[config.mk]
export PLATFORM = sky130hd
export DESIGN_NAME = logic_formula_tokenizer
export DESIGN_NICKNAME = d
export VERILOG_FILES = /design/src/lft_pkg.sv /design/src/lft_core.sv /design/src/lft_queue.sv /design/src/logic_formula_tokenizer.sv
export VERILOG_INCLUDE_DIRS = /design/src /design/src/src
export SDC_FILE = /design/constraint.sdc
export NUM_CORES = 1
export LEC_CHECK = 0
export BUFFER_PORTS_ARGS = -buffer_cell sky130_fd_sc_hd__buf_2
export CORE_UTILIZATION = 45
export DETAILED_ROUTE_END_ITERATION = 10
export PLACE_DENSITY_LB_ADDON = 0.08
export SLEW_MARGIN = 20
export SYNTH_ARGS = -nofsm -noshare
export SYNTH_HDL_FRONTEND = slang
export SYNTH_SLANG_ARGS = --single-unit
export TNS_END_PERCENT = 30
[constraint.sdc]
create_clock -name i_clk -period 6.2 [get_ports i_clk]
set_input_delay 0.62 -clock i_clk [delete_from_list [all_inputs] [get_ports i_clk]]
set_output_delay 0.62 -clock i_clk [all_outputs]
set_load 0.01 [all_outputs]
[src/assert_macros.svh]
// ---------------------------------------------------------------------------
// assertion macros
// shared concurrent assertion shorthands for the tokenizer rtl
// ---------------------------------------------------------------------------
`ifndef ASSERT_MACROS_SVH
`define ASSERT_MACROS_SVH

// same-cycle implication, held off during reset
`define LFT_ASSERT_IMP(label, clk, rst_n, ante, cons) \
    label: assert property (@(posedge clk) disable iff (!(rst_n)) (ante) |-> (cons)) \
        else $error("lft assertion failed");

// next-cycle implication, held off during reset
`define LFT_ASSERT_NXT(label, clk, rst_n, ante, cons) \
    label: assert property (@(posedge clk) disable iff (!(rst_n)) (ante) |=> (cons)) \
        else $error("lft assertion failed");

`endif

[src/lft_pkg.sv]
// ---------------------------------------------------------------------------
// lft_pkg
// types, character codes and keyword tables for the formula tokenizer
// ---------------------------------------------------------------------------
`default_nettype none

package lft_pkg;

    localparam int unsigned MAX_POSITION_DEF = 65535;

    localparam int CH_W  = 8;
    localparam int POS_W = 16;
    localparam int LEN_W = 16;

    // result queue
    localparam int Q_DEPTH = 4;
    localparam int Q_PTR_W = $clog2(Q_DEPTH);
    localparam int Q_CNT_W = $clog2(Q_DEPTH + 1);

    typedef enum logic [3:0] {
        K_LPAREN  = 4'd0,
        K_RPAREN  = 4'd1,
        K_NOT     = 4'd2,
        K_AND     = 4'd3,
        K_OR      = 4'd4,
        K_XOR     = 4'd5,
        K_IMPLIES = 4'd6,
        K_IFF     = 4'd7,
        K_SET     = 4'd8,
        K_TRUE    = 4'd9,
        K_FALSE   = 4'd10,
        K_IDENT   = 4'd11,
        K_ILLEGAL = 4'd12,
        K_EOF     = 4'd13
    } t_kind;

    typedef enum logic [2:0] {
        M_IDLE    = 3'd0,
        M_IDENT   = 3'd1,
        M_MINUS   = 3'd2,
        M_LT      = 3'd3,
        M_LTMINUS = 3'd4
    } t_mode;

    typedef struct packed {
        t_kind              kind;
        logic [POS_W-1:0]   tok_pos;
        logic [LEN_W-1:0]   length;
        logic               last;
    } t_tok;

    // tokens produced by one byte, first in tok_a
    typedef struct packed {
        logic [1:0] cnt;
        t_tok       tok_a;
        t_tok       tok_b;
    } t_push;

    typedef struct packed {
        t_mode              mode;
        logic [POS_W-1:0]   pos;
    } t_core_stat;

    typedef struct packed {
        logic               room;
        logic [Q_CNT_W-1:0] count;
    } t_q_stat;

    localparam logic [CH_W-1:0] CH_NUL    = 8'h00;
    localparam logic [CH_W-1:0] CH_TAB    = 8'h09;
    localparam logic [CH_W-1:0] CH_LF     = 8'h0A;
    localparam logic [CH_W-1:0] CH_CR     = 8'h0D;
    localparam logic [CH_W-1:0] CH_SPACE  = 8'h20;
    localparam logic [CH_W-1:0] CH_AMP    = 8'h26;
    localparam logic [CH_W-1:0] CH_LPAREN = 8'h28;
    localparam logic [CH_W-1:0] CH_RPAREN = 8'h29;
    localparam logic [CH_W-1:0] CH_MINUS  = 8'h2D;
    localparam logic [CH_W-1:0] CH_LT     = 8'h3C;
    localparam logic [CH_W-1:0] CH_GT     = 8'h3E;
    localparam logic [CH_W-1:0] CH_CARET  = 8'h5E;
    localparam logic [CH_W-1:0] CH_BAR    = 8'h7C;
    localparam logic [CH_W-1:0] CH_TILDE  = 8'h7E;

    // keyword index: 0 SET, 1 true, 2 false
    localparam int         KW_N         = 3;
    localparam logic [2:0] KW_FLAGS_ALL = 3'b111;

    function automatic logic is_alpha(input logic [CH_W-1:0] c);
        return ((c >= 8'h41) && (c <= 8'h5A)) || ((c >= 8'h61) && (c <= 8'h7A));
    endfunction

    function automatic logic [2:0] kw_len(input logic [1:0] idx);
        logic [2:0] len;
        unique case (idx)
            2'd0:    len = 3'd3;
            2'd1:    len = 3'd4;
            2'd2:    len = 3'd5;
            default: len = 3'd0;
        endcase
        return len;
    endfunction

    function automatic t_kind kw_kind(input logic [1:0] idx);
        t_kind k;
        unique case (idx)
            2'd0:    k = K_SET;
            2'd1:    k = K_TRUE;
            2'd2:    k = K_FALSE;
            default: k = K_IDENT;
        endcase
        return k;
    endfunction

    // letter of a keyword at a position, zero past its end
    function automatic logic [CH_W-1:0] kw_char(input logic [1:0] idx, input logic [2:0] at);
        logic [CH_W-1:0] c;
        c = CH_NUL;
        unique case ({idx, at})
            {2'd0, 3'd0}: c = "S";
            {2'd0, 3'd1}: c = "E";
            {2'd0, 3'd2}: c = "T";
            {2'd1, 3'd0}: c = "t";
            {2'd1, 3'd1}: c = "r";
            {2'd1, 3'd2}: c = "u";
            {2'd1, 3'd3}: c = "e";
            {2'd2, 3'd0}: c = "f";
            {2'd2, 3'd1}: c = "a";
            {2'd2, 3'd2}: c = "l";
            {2'd2, 3'd3}: c = "s";
            {2'd2, 3'd4}: c = "e";
            default:      c = CH_NUL;
        endcase
        return c;
    endfunction

endpackage

`default_nettype wire

[src/lft_core.sv]
// ---------------------------------------------------------------------------
// lft_core
// lexer state and per-byte decode: closes pending tokens, opens new ones
// ---------------------------------------------------------------------------
`default_nettype none

module lft_core import lft_pkg::*; #(
    parameter int unsigned MAX_POSITION = MAX_POSITION_DEF
) (
    input  wire logic             i_clk,
    input  wire logic             i_rst_n,
    input  wire logic             i_fire,
    input  wire logic [CH_W-1:0]  i_ch,
    output t_push                 o_push,
    output t_core_stat            o_stat
);

    localparam logic [POS_W-1:0] POS_CAP =
        (MAX_POSITION < ((2 ** POS_W) - 1)) ? POS_W'(MAX_POSITION) : '1;

    t_mode              r_mode,      n_mode;
    logic [POS_W-1:0]   r_tok_start, n_tok_start;
    logic [POS_W-1:0]   r_pos,       n_pos;
    logic [2:0]         r_kw_flags,  n_kw_flags;
    logic [LEN_W-1:0]   r_run_len,   n_run_len;

    // letter append, either continuing a run or starting one
    logic [2:0]         al_flags_in;
    logic [LEN_W-1:0]   al_run_in;
    logic [2:0]         al_keep;
    logic [2:0]         al_flags;
    logic [LEN_W-1:0]   al_run;

    always_comb begin
        al_flags_in = (r_mode == M_IDENT) ? r_kw_flags : KW_FLAGS_ALL;
        al_run_in   = (r_mode == M_IDENT) ? r_run_len  : '0;
        for (int i = 0; i < KW_N; i++) begin
            al_keep[i] = al_flags_in[i]
                       && (al_run_in < LEN_W'(kw_len(2'(i))))
                       && (kw_char(2'(i), al_run_in[2:0]) == i_ch);
        end
        if (al_run_in != '1) begin
            al_run   = al_run_in + LEN_W'(1);
            al_flags = al_keep;
        end else begin
            al_run   = al_run_in;
            al_flags = '0;
        end
    end

    // kind of the identifier run held in state
    t_kind ident_kind;

    always_comb begin
        ident_kind = K_IDENT;
        for (int i = KW_N - 1; i >= 0; i--) begin
            if (r_kw_flags[i] && (r_run_len == LEN_W'(kw_len(2'(i))))) begin
                ident_kind = kw_kind(2'(i));
            end
        end
    end

    logic alpha;
    logic used;
    logic has_pend;
    logic has_own;
    logic is_eof;
    t_tok tok_pend;
    t_tok tok_own;

    assign alpha = is_alpha(i_ch);

    always_comb begin
        used        = 1'b0;
        has_pend    = 1'b0;
        has_own     = 1'b0;
        is_eof      = 1'b0;
        tok_pend    = '{kind: K_ILLEGAL, tok_pos: r_tok_start, length: LEN_W'(1), last: 1'b0};
        tok_own     = '{kind: K_ILLEGAL, tok_pos: r_pos, length: LEN_W'(1), last: 1'b0};
        n_mode      = r_mode;
        n_tok_start = r_tok_start;
        n_kw_flags  = r_kw_flags;
        n_run_len   = r_run_len;

        // close or extend whatever is pending
        unique case (r_mode)
            M_IDENT: begin
                if (alpha) begin
                    used = 1'b1;
                end else begin
                    has_pend        = 1'b1;
                    tok_pend.kind   = ident_kind;
                    tok_pend.length = r_run_len;
                end
            end
            M_MINUS: begin
                has_pend = 1'b1;
                if (i_ch == CH_GT) begin
                    used            = 1'b1;
                    tok_pend.kind   = K_IMPLIES;
                    tok_pend.length = LEN_W'(2);
                end
            end
            M_LT: begin
                if (i_ch == CH_MINUS) begin
                    used = 1'b1;
                end else begin
                    has_pend = 1'b1;
                end
            end
            M_LTMINUS: begin
                has_pend = 1'b1;
                if (i_ch == CH_GT) begin
                    used            = 1'b1;
                    tok_pend.kind   = K_IFF;
                    tok_pend.length = LEN_W'(3);
                end else begin
                    tok_pend.length = LEN_W'(2);
                end
            end
            default: begin
            end
        endcase

        if (used) begin
            unique case (r_mode)
                M_LT:    n_mode = M_LTMINUS;
                M_IDENT: begin
                    n_mode     = M_IDENT;
                    n_kw_flags = al_flags;
                    n_run_len  = al_run;
                end
                default: n_mode = M_IDLE;
            endcase
        end else begin
            n_mode = M_IDLE;
            unique case (i_ch)
                CH_NUL: begin
                    is_eof         = 1'b1;
                    has_own        = 1'b1;
                    tok_own.kind   = K_EOF;
                    tok_own.length = '0;
                    n_tok_start    = '0;
                    n_kw_flags     = '0;
                    n_run_len      = '0;
                end
                CH_SPACE, CH_TAB, CH_LF, CH_CR: begin
                end
                CH_LPAREN: begin
                    has_own      = 1'b1;
                    tok_own.kind = K_LPAREN;
                end
                CH_RPAREN: begin
                    has_own      = 1'b1;
                    tok_own.kind = K_RPAREN;
                end
                CH_TILDE: begin
                    has_own      = 1'b1;
                    tok_own.kind = K_NOT;
                end
                CH_AMP: begin
                    has_own      = 1'b1;
                    tok_own.kind = K_AND;
                end
                CH_BAR: begin
                    has_own      = 1'b1;
                    tok_own.kind = K_OR;
                end
                CH_CARET: begin
                    has_own      = 1'b1;
                    tok_own.kind = K_XOR;
                end
                CH_MINUS: begin
                    n_mode      = M_MINUS;
                    n_tok_start = r_pos;
                end
                CH_LT: begin
                    n_mode      = M_LT;
                    n_tok_start = r_pos;
                end
                default: begin
                    if (alpha) begin
                        n_mode      = M_IDENT;
                        n_tok_start = r_pos;
                        n_kw_flags  = al_flags;
                        n_run_len   = al_run;
                    end else begin
                        has_own = 1'b1;
                    end
                end
            endcase
        end

        if (is_eof) begin
            n_pos = '0;
        end else if (r_pos < POS_CAP) begin
            n_pos = r_pos + POS_W'(1);
        end else begin
            n_pos = POS_CAP;
        end
    end

    // pack the tokens, last on the final one
    always_comb begin
        o_push = '0;
        if (has_pend && has_own) begin
            o_push.cnt        = 2'd2;
            o_push.tok_a      = tok_pend;
            o_push.tok_b      = tok_own;
            o_push.tok_b.last = 1'b1;
        end else if (has_pend) begin
            o_push.cnt        = 2'd1;
            o_push.tok_a      = tok_pend;
            o_push.tok_a.last = 1'b1;
        end else if (has_own) begin
            o_push.cnt        = 2'd1;
            o_push.tok_a      = tok_own;
            o_push.tok_a.last = 1'b1;
        end
        if (!i_fire) begin
            o_push.cnt = 2'd0;
        end
    end

    always_ff @(posedge i_clk) begin
        if (!i_rst_n) begin
            r_mode      <= M_IDLE;
            r_tok_start <= '0;
            r_pos       <= '0;
            r_kw_flags  <= '0;
            r_run_len   <= '0;
        end else if (i_fire) begin
            r_mode      <= n_mode;
            r_tok_start <= n_tok_start;
            r_pos       <= n_pos;
            r_kw_flags  <= n_kw_flags;
            r_run_len   <= n_run_len;
        end
    end

    assign o_stat = '{mode: r_mode, pos: r_pos};

endmodule

`default_nettype wire

[src/lft_queue.sv]
// ---------------------------------------------------------------------------
// lft_queue
// small result queue: takes up to two tokens a cycle, hands out one
// ---------------------------------------------------------------------------
`default_nettype none

module lft_queue import lft_pkg::*; (
    input  wire logic   i_clk,
    input  wire logic   i_rst_n,
    input  wire t_push  i_push,
    input  wire logic   i_pop,
    output logic        o_valid,
    output t_tok        o_head,
    output t_q_stat     o_stat
);

    t_tok               r_q [Q_DEPTH];
    logic [Q_PTR_W-1:0] r_wr,    n_wr;
    logic [Q_PTR_W-1:0] r_rd,    n_rd;
    logic [Q_CNT_W-1:0] r_count, n_count;

    always_comb begin
        n_wr    = r_wr + Q_PTR_W'(i_push.cnt);
        n_rd    = r_rd + Q_PTR_W'(i_pop);
        n_count = r_count + Q_CNT_W'(i_push.cnt) - Q_CNT_W'(i_pop);
    end

    always_ff @(posedge i_clk) begin
        if (i_push.cnt != 2'd0) begin
            r_q[r_wr] <= i_push.tok_a;
        end
        if (i_push.cnt == 2'd2) begin
            r_q[r_wr + Q_PTR_W'(1)] <= i_push.tok_b;
        end
    end

    always_ff @(posedge i_clk) begin
        if (!i_rst_n) begin
            r_wr    <= '0;
            r_rd    <= '0;
            r_count <= '0;
        end else begin
            r_wr    <= n_wr;
            r_rd    <= n_rd;
            r_count <= n_count;
        end
    end

    assign o_valid = (r_count != '0);
    assign o_head  = r_q[r_rd];
    // room for a worst-case two-token byte regardless of this cycle's pop
    assign o_stat  = '{room: (r_count <= Q_CNT_W'(Q_DEPTH - 2)), count: r_count};

endmodule

`default_nettype wire

[src/logic_formula_tokenizer.sv]
// ---------------------------------------------------------------------------
// logic_formula_tokenizer
// streaming lexer for propositional formulas, one byte per beat in,
// one token per beat out
// ---------------------------------------------------------------------------
//
//  channel  direction  handshake               payload
//  input    in         i_valid / o_stall       i_ch (byte, 0 ends the text)
//  output   out        o_valid / i_stall       o_kind o_tok_pos o_length o_last
//
//  a byte is taken into the input register, decoded against the lexer state
//  once the result queue has room, and its tokens are written into the queue
//  behind any tokens already waiting there
//  sustained rate is one byte per cycle while bytes yield at most one token
//  and i_stall is low; the output port moves one token per unstalled cycle,
//  so bytes that close a pending token and emit their own take two transfers
//  the four-entry result queue decouples the sides: a byte is decoded only
//  when two entries are free, so a stalled output fills the queue, then the
//  input register, then stalls the input
//  reset is synchronous; no clearing pass, the block takes bytes straight away
// ---------------------------------------------------------------------------
`default_nettype none

module logic_formula_tokenizer import lft_pkg::*; #(
    parameter int unsigned MAX_POSITION = MAX_POSITION_DEF
) (
    input  wire logic               i_clk,
    input  wire logic               i_rst_n,
    // input byte channel
    input  wire logic               i_valid,
    output logic                    o_stall,
    input  wire logic [CH_W-1:0]    i_ch,
    // token channel
    output logic                    o_valid,
    input  wire logic               i_stall,
    output logic [3:0]              o_kind,
    output logic [POS_W-1:0]        o_tok_pos,
    output logic [LEN_W-1:0]        o_length,
    output logic                    o_last
);

`include "assert_macros.svh"

    // input register
    logic               r_in_valid, n_in_valid;
    logic [CH_W-1:0]    r_in_ch;

    logic               in_beat;
    logic               fire;
    logic               pop;

    t_push              push;
    t_core_stat         core_stat;
    t_q_stat            q_stat;
    t_tok               q_head;

    // end of text decoded, and the lexer sitting at its start
    logic               eof_fire;
    logic               core_home;

    // decode a held byte only when the queue can absorb two tokens
    assign fire    = r_in_valid && q_stat.room;
    // input register frees up in the same cycle that its byte is decoded
    assign o_stall = r_in_valid && !fire;
    assign in_beat = i_valid && !o_stall;

    always_comb begin
        n_in_valid = r_in_valid;
        if (in_beat) begin
            n_in_valid = 1'b1;
        end else if (fire) begin
            n_in_valid = 1'b0;
        end
    end

    always_ff @(posedge i_clk) begin
        if (!i_rst_n) begin
            r_in_valid <= 1'b0;
        end else begin
            r_in_valid <= n_in_valid;
        end
    end

    // byte payload, no reset needed
    always_ff @(posedge i_clk) begin
        if (in_beat) begin
            r_in_ch <= i_ch;
        end
    end

    // lexer state and per-byte decode
    lft_core #(
        .MAX_POSITION (MAX_POSITION)
    ) u_core (
        .i_clk   (i_clk),
        .i_rst_n (i_rst_n),
        .i_fire  (fire),
        .i_ch    (r_in_ch),
        .o_push  (push),
        .o_stat  (core_stat)
    );

    // result queue doubles as the output register
    assign pop = o_valid && !i_stall;

    lft_queue u_queue (
        .i_clk   (i_clk),
        .i_rst_n (i_rst_n),
        .i_push  (push),
        .i_pop   (pop),
        .o_valid (o_valid),
        .o_head  (q_head),
        .o_stat  (q_stat)
    );

    assign o_kind    = q_head.kind;
    assign o_tok_pos = q_head.tok_pos;
    assign o_length  = q_head.length;
    assign o_last    = q_head.last;

    assign eof_fire  = fire && (r_in_ch == CH_NUL);
    assign core_home = (core_stat.pos == '0) && (core_stat.mode == M_IDLE);

    // queue never overfills
    `LFT_ASSERT_IMP(a_q_bound, i_clk, i_rst_n, 1'b1, q_stat.count <= Q_CNT_W'(Q_DEPTH))
    // end of text puts the lexer back at position zero, nothing pending
    `LFT_ASSERT_NXT(a_eof_restart, i_clk, i_rst_n, eof_fire, core_home)
    // a decoded byte with tokens shows a token on the next cycle
    `LFT_ASSERT_NXT(a_push_shows, i_clk, i_rst_n, push.cnt != 2'd0, o_valid)

endmodule

`default_nettype wire
==> flow_summary.toml <==
[power]
p_sw_mw = 1.036
p_total_mw = 3.656
sw_frac_of_total = 0.2833
p_per_area_nw_per_um2 = 299.7
vdd_drop_max_mv = 0.2807
p_int_mw = 2.621
p_leak_nw = 3.964
clockPowerShare = 0.379
seqPwrFrac = 0.440
power_frac_comb = 0.182

[setup_path]
r2r_setup_slack_ns = 1.39
crit_path_max_fanout = 22
worstPathRequired_ns = 6.15
max_stage_delay_ns = 0.83
criticalPathCategory = "reg2reg"
rr_startpoint = "r_in_ch[4]"
cp.arrival_ns = 4.76
end_kind = "flip-flop"
crit_path_end = "u_queue.r_q[2][0]"
crit_path_start = "r_in_ch[4]"
start_kind = "flip-flop"
reg2reg_depth = 11
critPathSlowestCell = "clkinv_1"
path_common_cell = "a21oi_1"
critical_path.cell_chain = "or4_4 > o221a_2 > nor3b_1 > a21oi_1 > o22ai_1 > ha_1 > o21ai_1 > nor2_1 > a21oi_1 > buf_4 > clkinv_1"
r2r_end = "u_queue.r_q[2][0]"

[global_route]
grt_pass1_wl_um = 46650
grt_start_max_net_pins = 60
grt_pass1_vias = 8063
antenna_found_initial = 0
overflow = 0
track_usage = 0.2321

[die]
coreArea_um2 = 24250
dieArea_um2 = 25350
start_util = 0.4587
rows = 57
die_w_um = 159.2
io_pins = 51
fp.dieH_um = 159.2

[clock_tree]
cts_tree = "done"
path_clk_slew_ns = 0.06
cts_htree_levels = 1
post_cts_buffers = 0
holdBufCountCts = 0
numCtsBuffers = 25
clock_sinks = 218
ctsResizeCount = 0
cts_root_buffer = "clkbuf_16"
cts_max_path_buffers = 3
clock_latency_ns = 0.52

[timing]
rsz0062_at_grt = "false"
fmax_mhz = 208.0
tightest_slew_ns = 1.093
maxSlewViolCount = 0
fin_crit_sh = 0.7753
timing.final.ws_setup_ns = 1.393
worst_clock_skew_ns = 0.02128
setup_violations = 0
whs_ns = 0.2718
hold_viol = 0
period_minus_slack_ns = 4.807
setup_tns_ns = 0
slew-limit-headroom = 0.2703

[finish]
diodes = 0
fin_nets = 1030
n_fill_cell = 2225
area_delta_synth_final_pct = 9.685
drive_gt1_frac = 0.1766
utilization = 0.5031

[synthesis]
seq_area_frac_synth = 0.4787
yosysMostFrequentCell = "dfxtp_1"
synth.area.top_cells = "edfxtp_1 26%, dfxtp_1 22%, mux4_2 7.5%, a22o_1 5.5%, a32o_1 3.6%"
ys_warn_count = 0
yosysUniqueCellTypes = 85
synth_fp_nets = 1043
synthCells = 1020
synth_flop_cell = "dfxtp_1"
synthTopCellsByCount = "122 x dfxtp_1, 96 x edfxtp_1, 70 x a22o_1, 70 x clkbuf_1, 66 x nand2_1"
synthesis.area_um2 = 11120
synth_edf_count = 96
netlist.area_leader.share = 0.2592
synth_seq_cells = 218
yosys.area.top_type = "edfxtp_1"
syn_avg_cell_area_um2 = 10.91
synthArstFlopShare = 0

[detailed_routing]
drt_wl_total_um = 29440
firstDrtPassIters = 5
post_drt_wl_per_cell_um = 21.82
drc = 0
drtIter0Drc = 677
vias = 8482
viasPerCell = 6.288
antenna_left = 0

[placement]
hpwl_um = 18790
place_congestion = 0.8374
numPortBuffers = 50
pre_cts_ws_ns = 1.541

[job]
max-cap-violations = 0

[hold_path]
worstHoldPathCells = 1
hold_path.class = "in2reg"

[run_status]
status = "complete, no violations"
-- worst min-delay path by stage --
stage / endpoint / startpoint / slack [ns]
after floorplan: u_queue.r_q[2][13] / u_queue.r_q[2][13] / 0.43
after global placement: u_queue.r_q[2][2] / u_queue.r_q[2][2] / 0.44
after detailed placement: u_queue.r_q[2][2] / u_queue.r_q[2][2] / 0.44
after CTS: r_in_ch[1] / i_ch[1] / 0.25
after global routing: r_in_ch[6] / i_ch[6] / 0.26
final: r_in_ch[1] / i_ch[1] / 0.27
-- placed cells by master (no fill, tap or decap), types with 10 or more instances in the layout --
cell,n
nand4_1,14
nor2b_1,11
ha_1,10
o21ai_0,42
o2bb2ai_1,28
and2_1,10
nor2_1,45
dfxtp_1,120
o22ai_1,15
nand3_1,52
a21oi_1,36
buf_4,12
mux4_2,37
a32o_1,40
inv_1,16
nor3_1,19
edfxtp_1,96
a22o_1,70
nand2_1,66
or3_1,12
buf_2,50
clkbuf_16,25
a31oi_1,21
-- power groups by stage --
stage               Combinational, mW  Clock (mW)  Sequential, mW
global placement                0.667           0            1.64
CTS                             0.672        1.42            1.61
finish                          0.664        1.39            1.61
floorplan                       0.512           0            1.60
global route                    0.724        1.47            1.61
detailed placement              0.670           0            1.64
-- cell families after synthesis --
group                      after synthesis  synth area share
AOI/OAI and AO/OA                      311            0.2162
xor gates and xnor gates                10          0.007874
adders and majority gates               11           0.01305
buffers and inverters                  121           0.04702
DFF                                    218            0.4787
muxes                                   40           0.07773
and+or+nand+nor                        309            0.1594
-- state kept, by name, indices dropped and copies added (netlist names) --
signal / flops
u_queue.r_rd: 2
r_in_ch: 8
u_core.r_kw_flags: 3
r_in_valid: 1
u_core.r_mode: 3
u_queue.r_q: 148
u_core.r_pos: 16
u_queue.r_wr: 2
u_queue.r_count: 3
u_core.r_run_len: 16
u_core.r_tok_start: 16
-- metal layers --
layer  GRT usage  vias up  routed length [µm]
met4     0.05420        0                 552
met5           0        -                   0
met1      0.3483     4159               14000
met3     0.03517       50                1944
li1            -     3984                   -
met2      0.3519      289               12940
-- cell type report --
type	instances	area [µm²]	share of cell area
Timing Repair Buffer	62	340.3	0.02789
Tap cell	324	405.4	0.03323
Clock buffer	36	716.9	0.05876
Inverter	19	71.32	0.005846
Clock inverter	9	56.30	0.004615
Multi-Input combinational cell	681	5283	0.4330
Sequential cell	218	5328	0.4367
-- metrics by stage --
step / instances / cell area (µm²)
2_1_floorplan: 1020 / 11120
3_3_place_gp: 1304 / 11430
3_5_place_dp: 1304 / 11430
4_1_cts: 1349 / 12200
5_1_grt: 1349 / 12200
6_report: 1349 / 12200
-- worst max-delay path: cells and delay by family (launching register included) --
family,cells,cell delay [ns]
compound gates,5,1.19
fa+ha+maj,1,0.31
buf+inv,2,1.09
flops,1,0.61
simple gates,3,1.02
(Power assumes the default switching activity.)
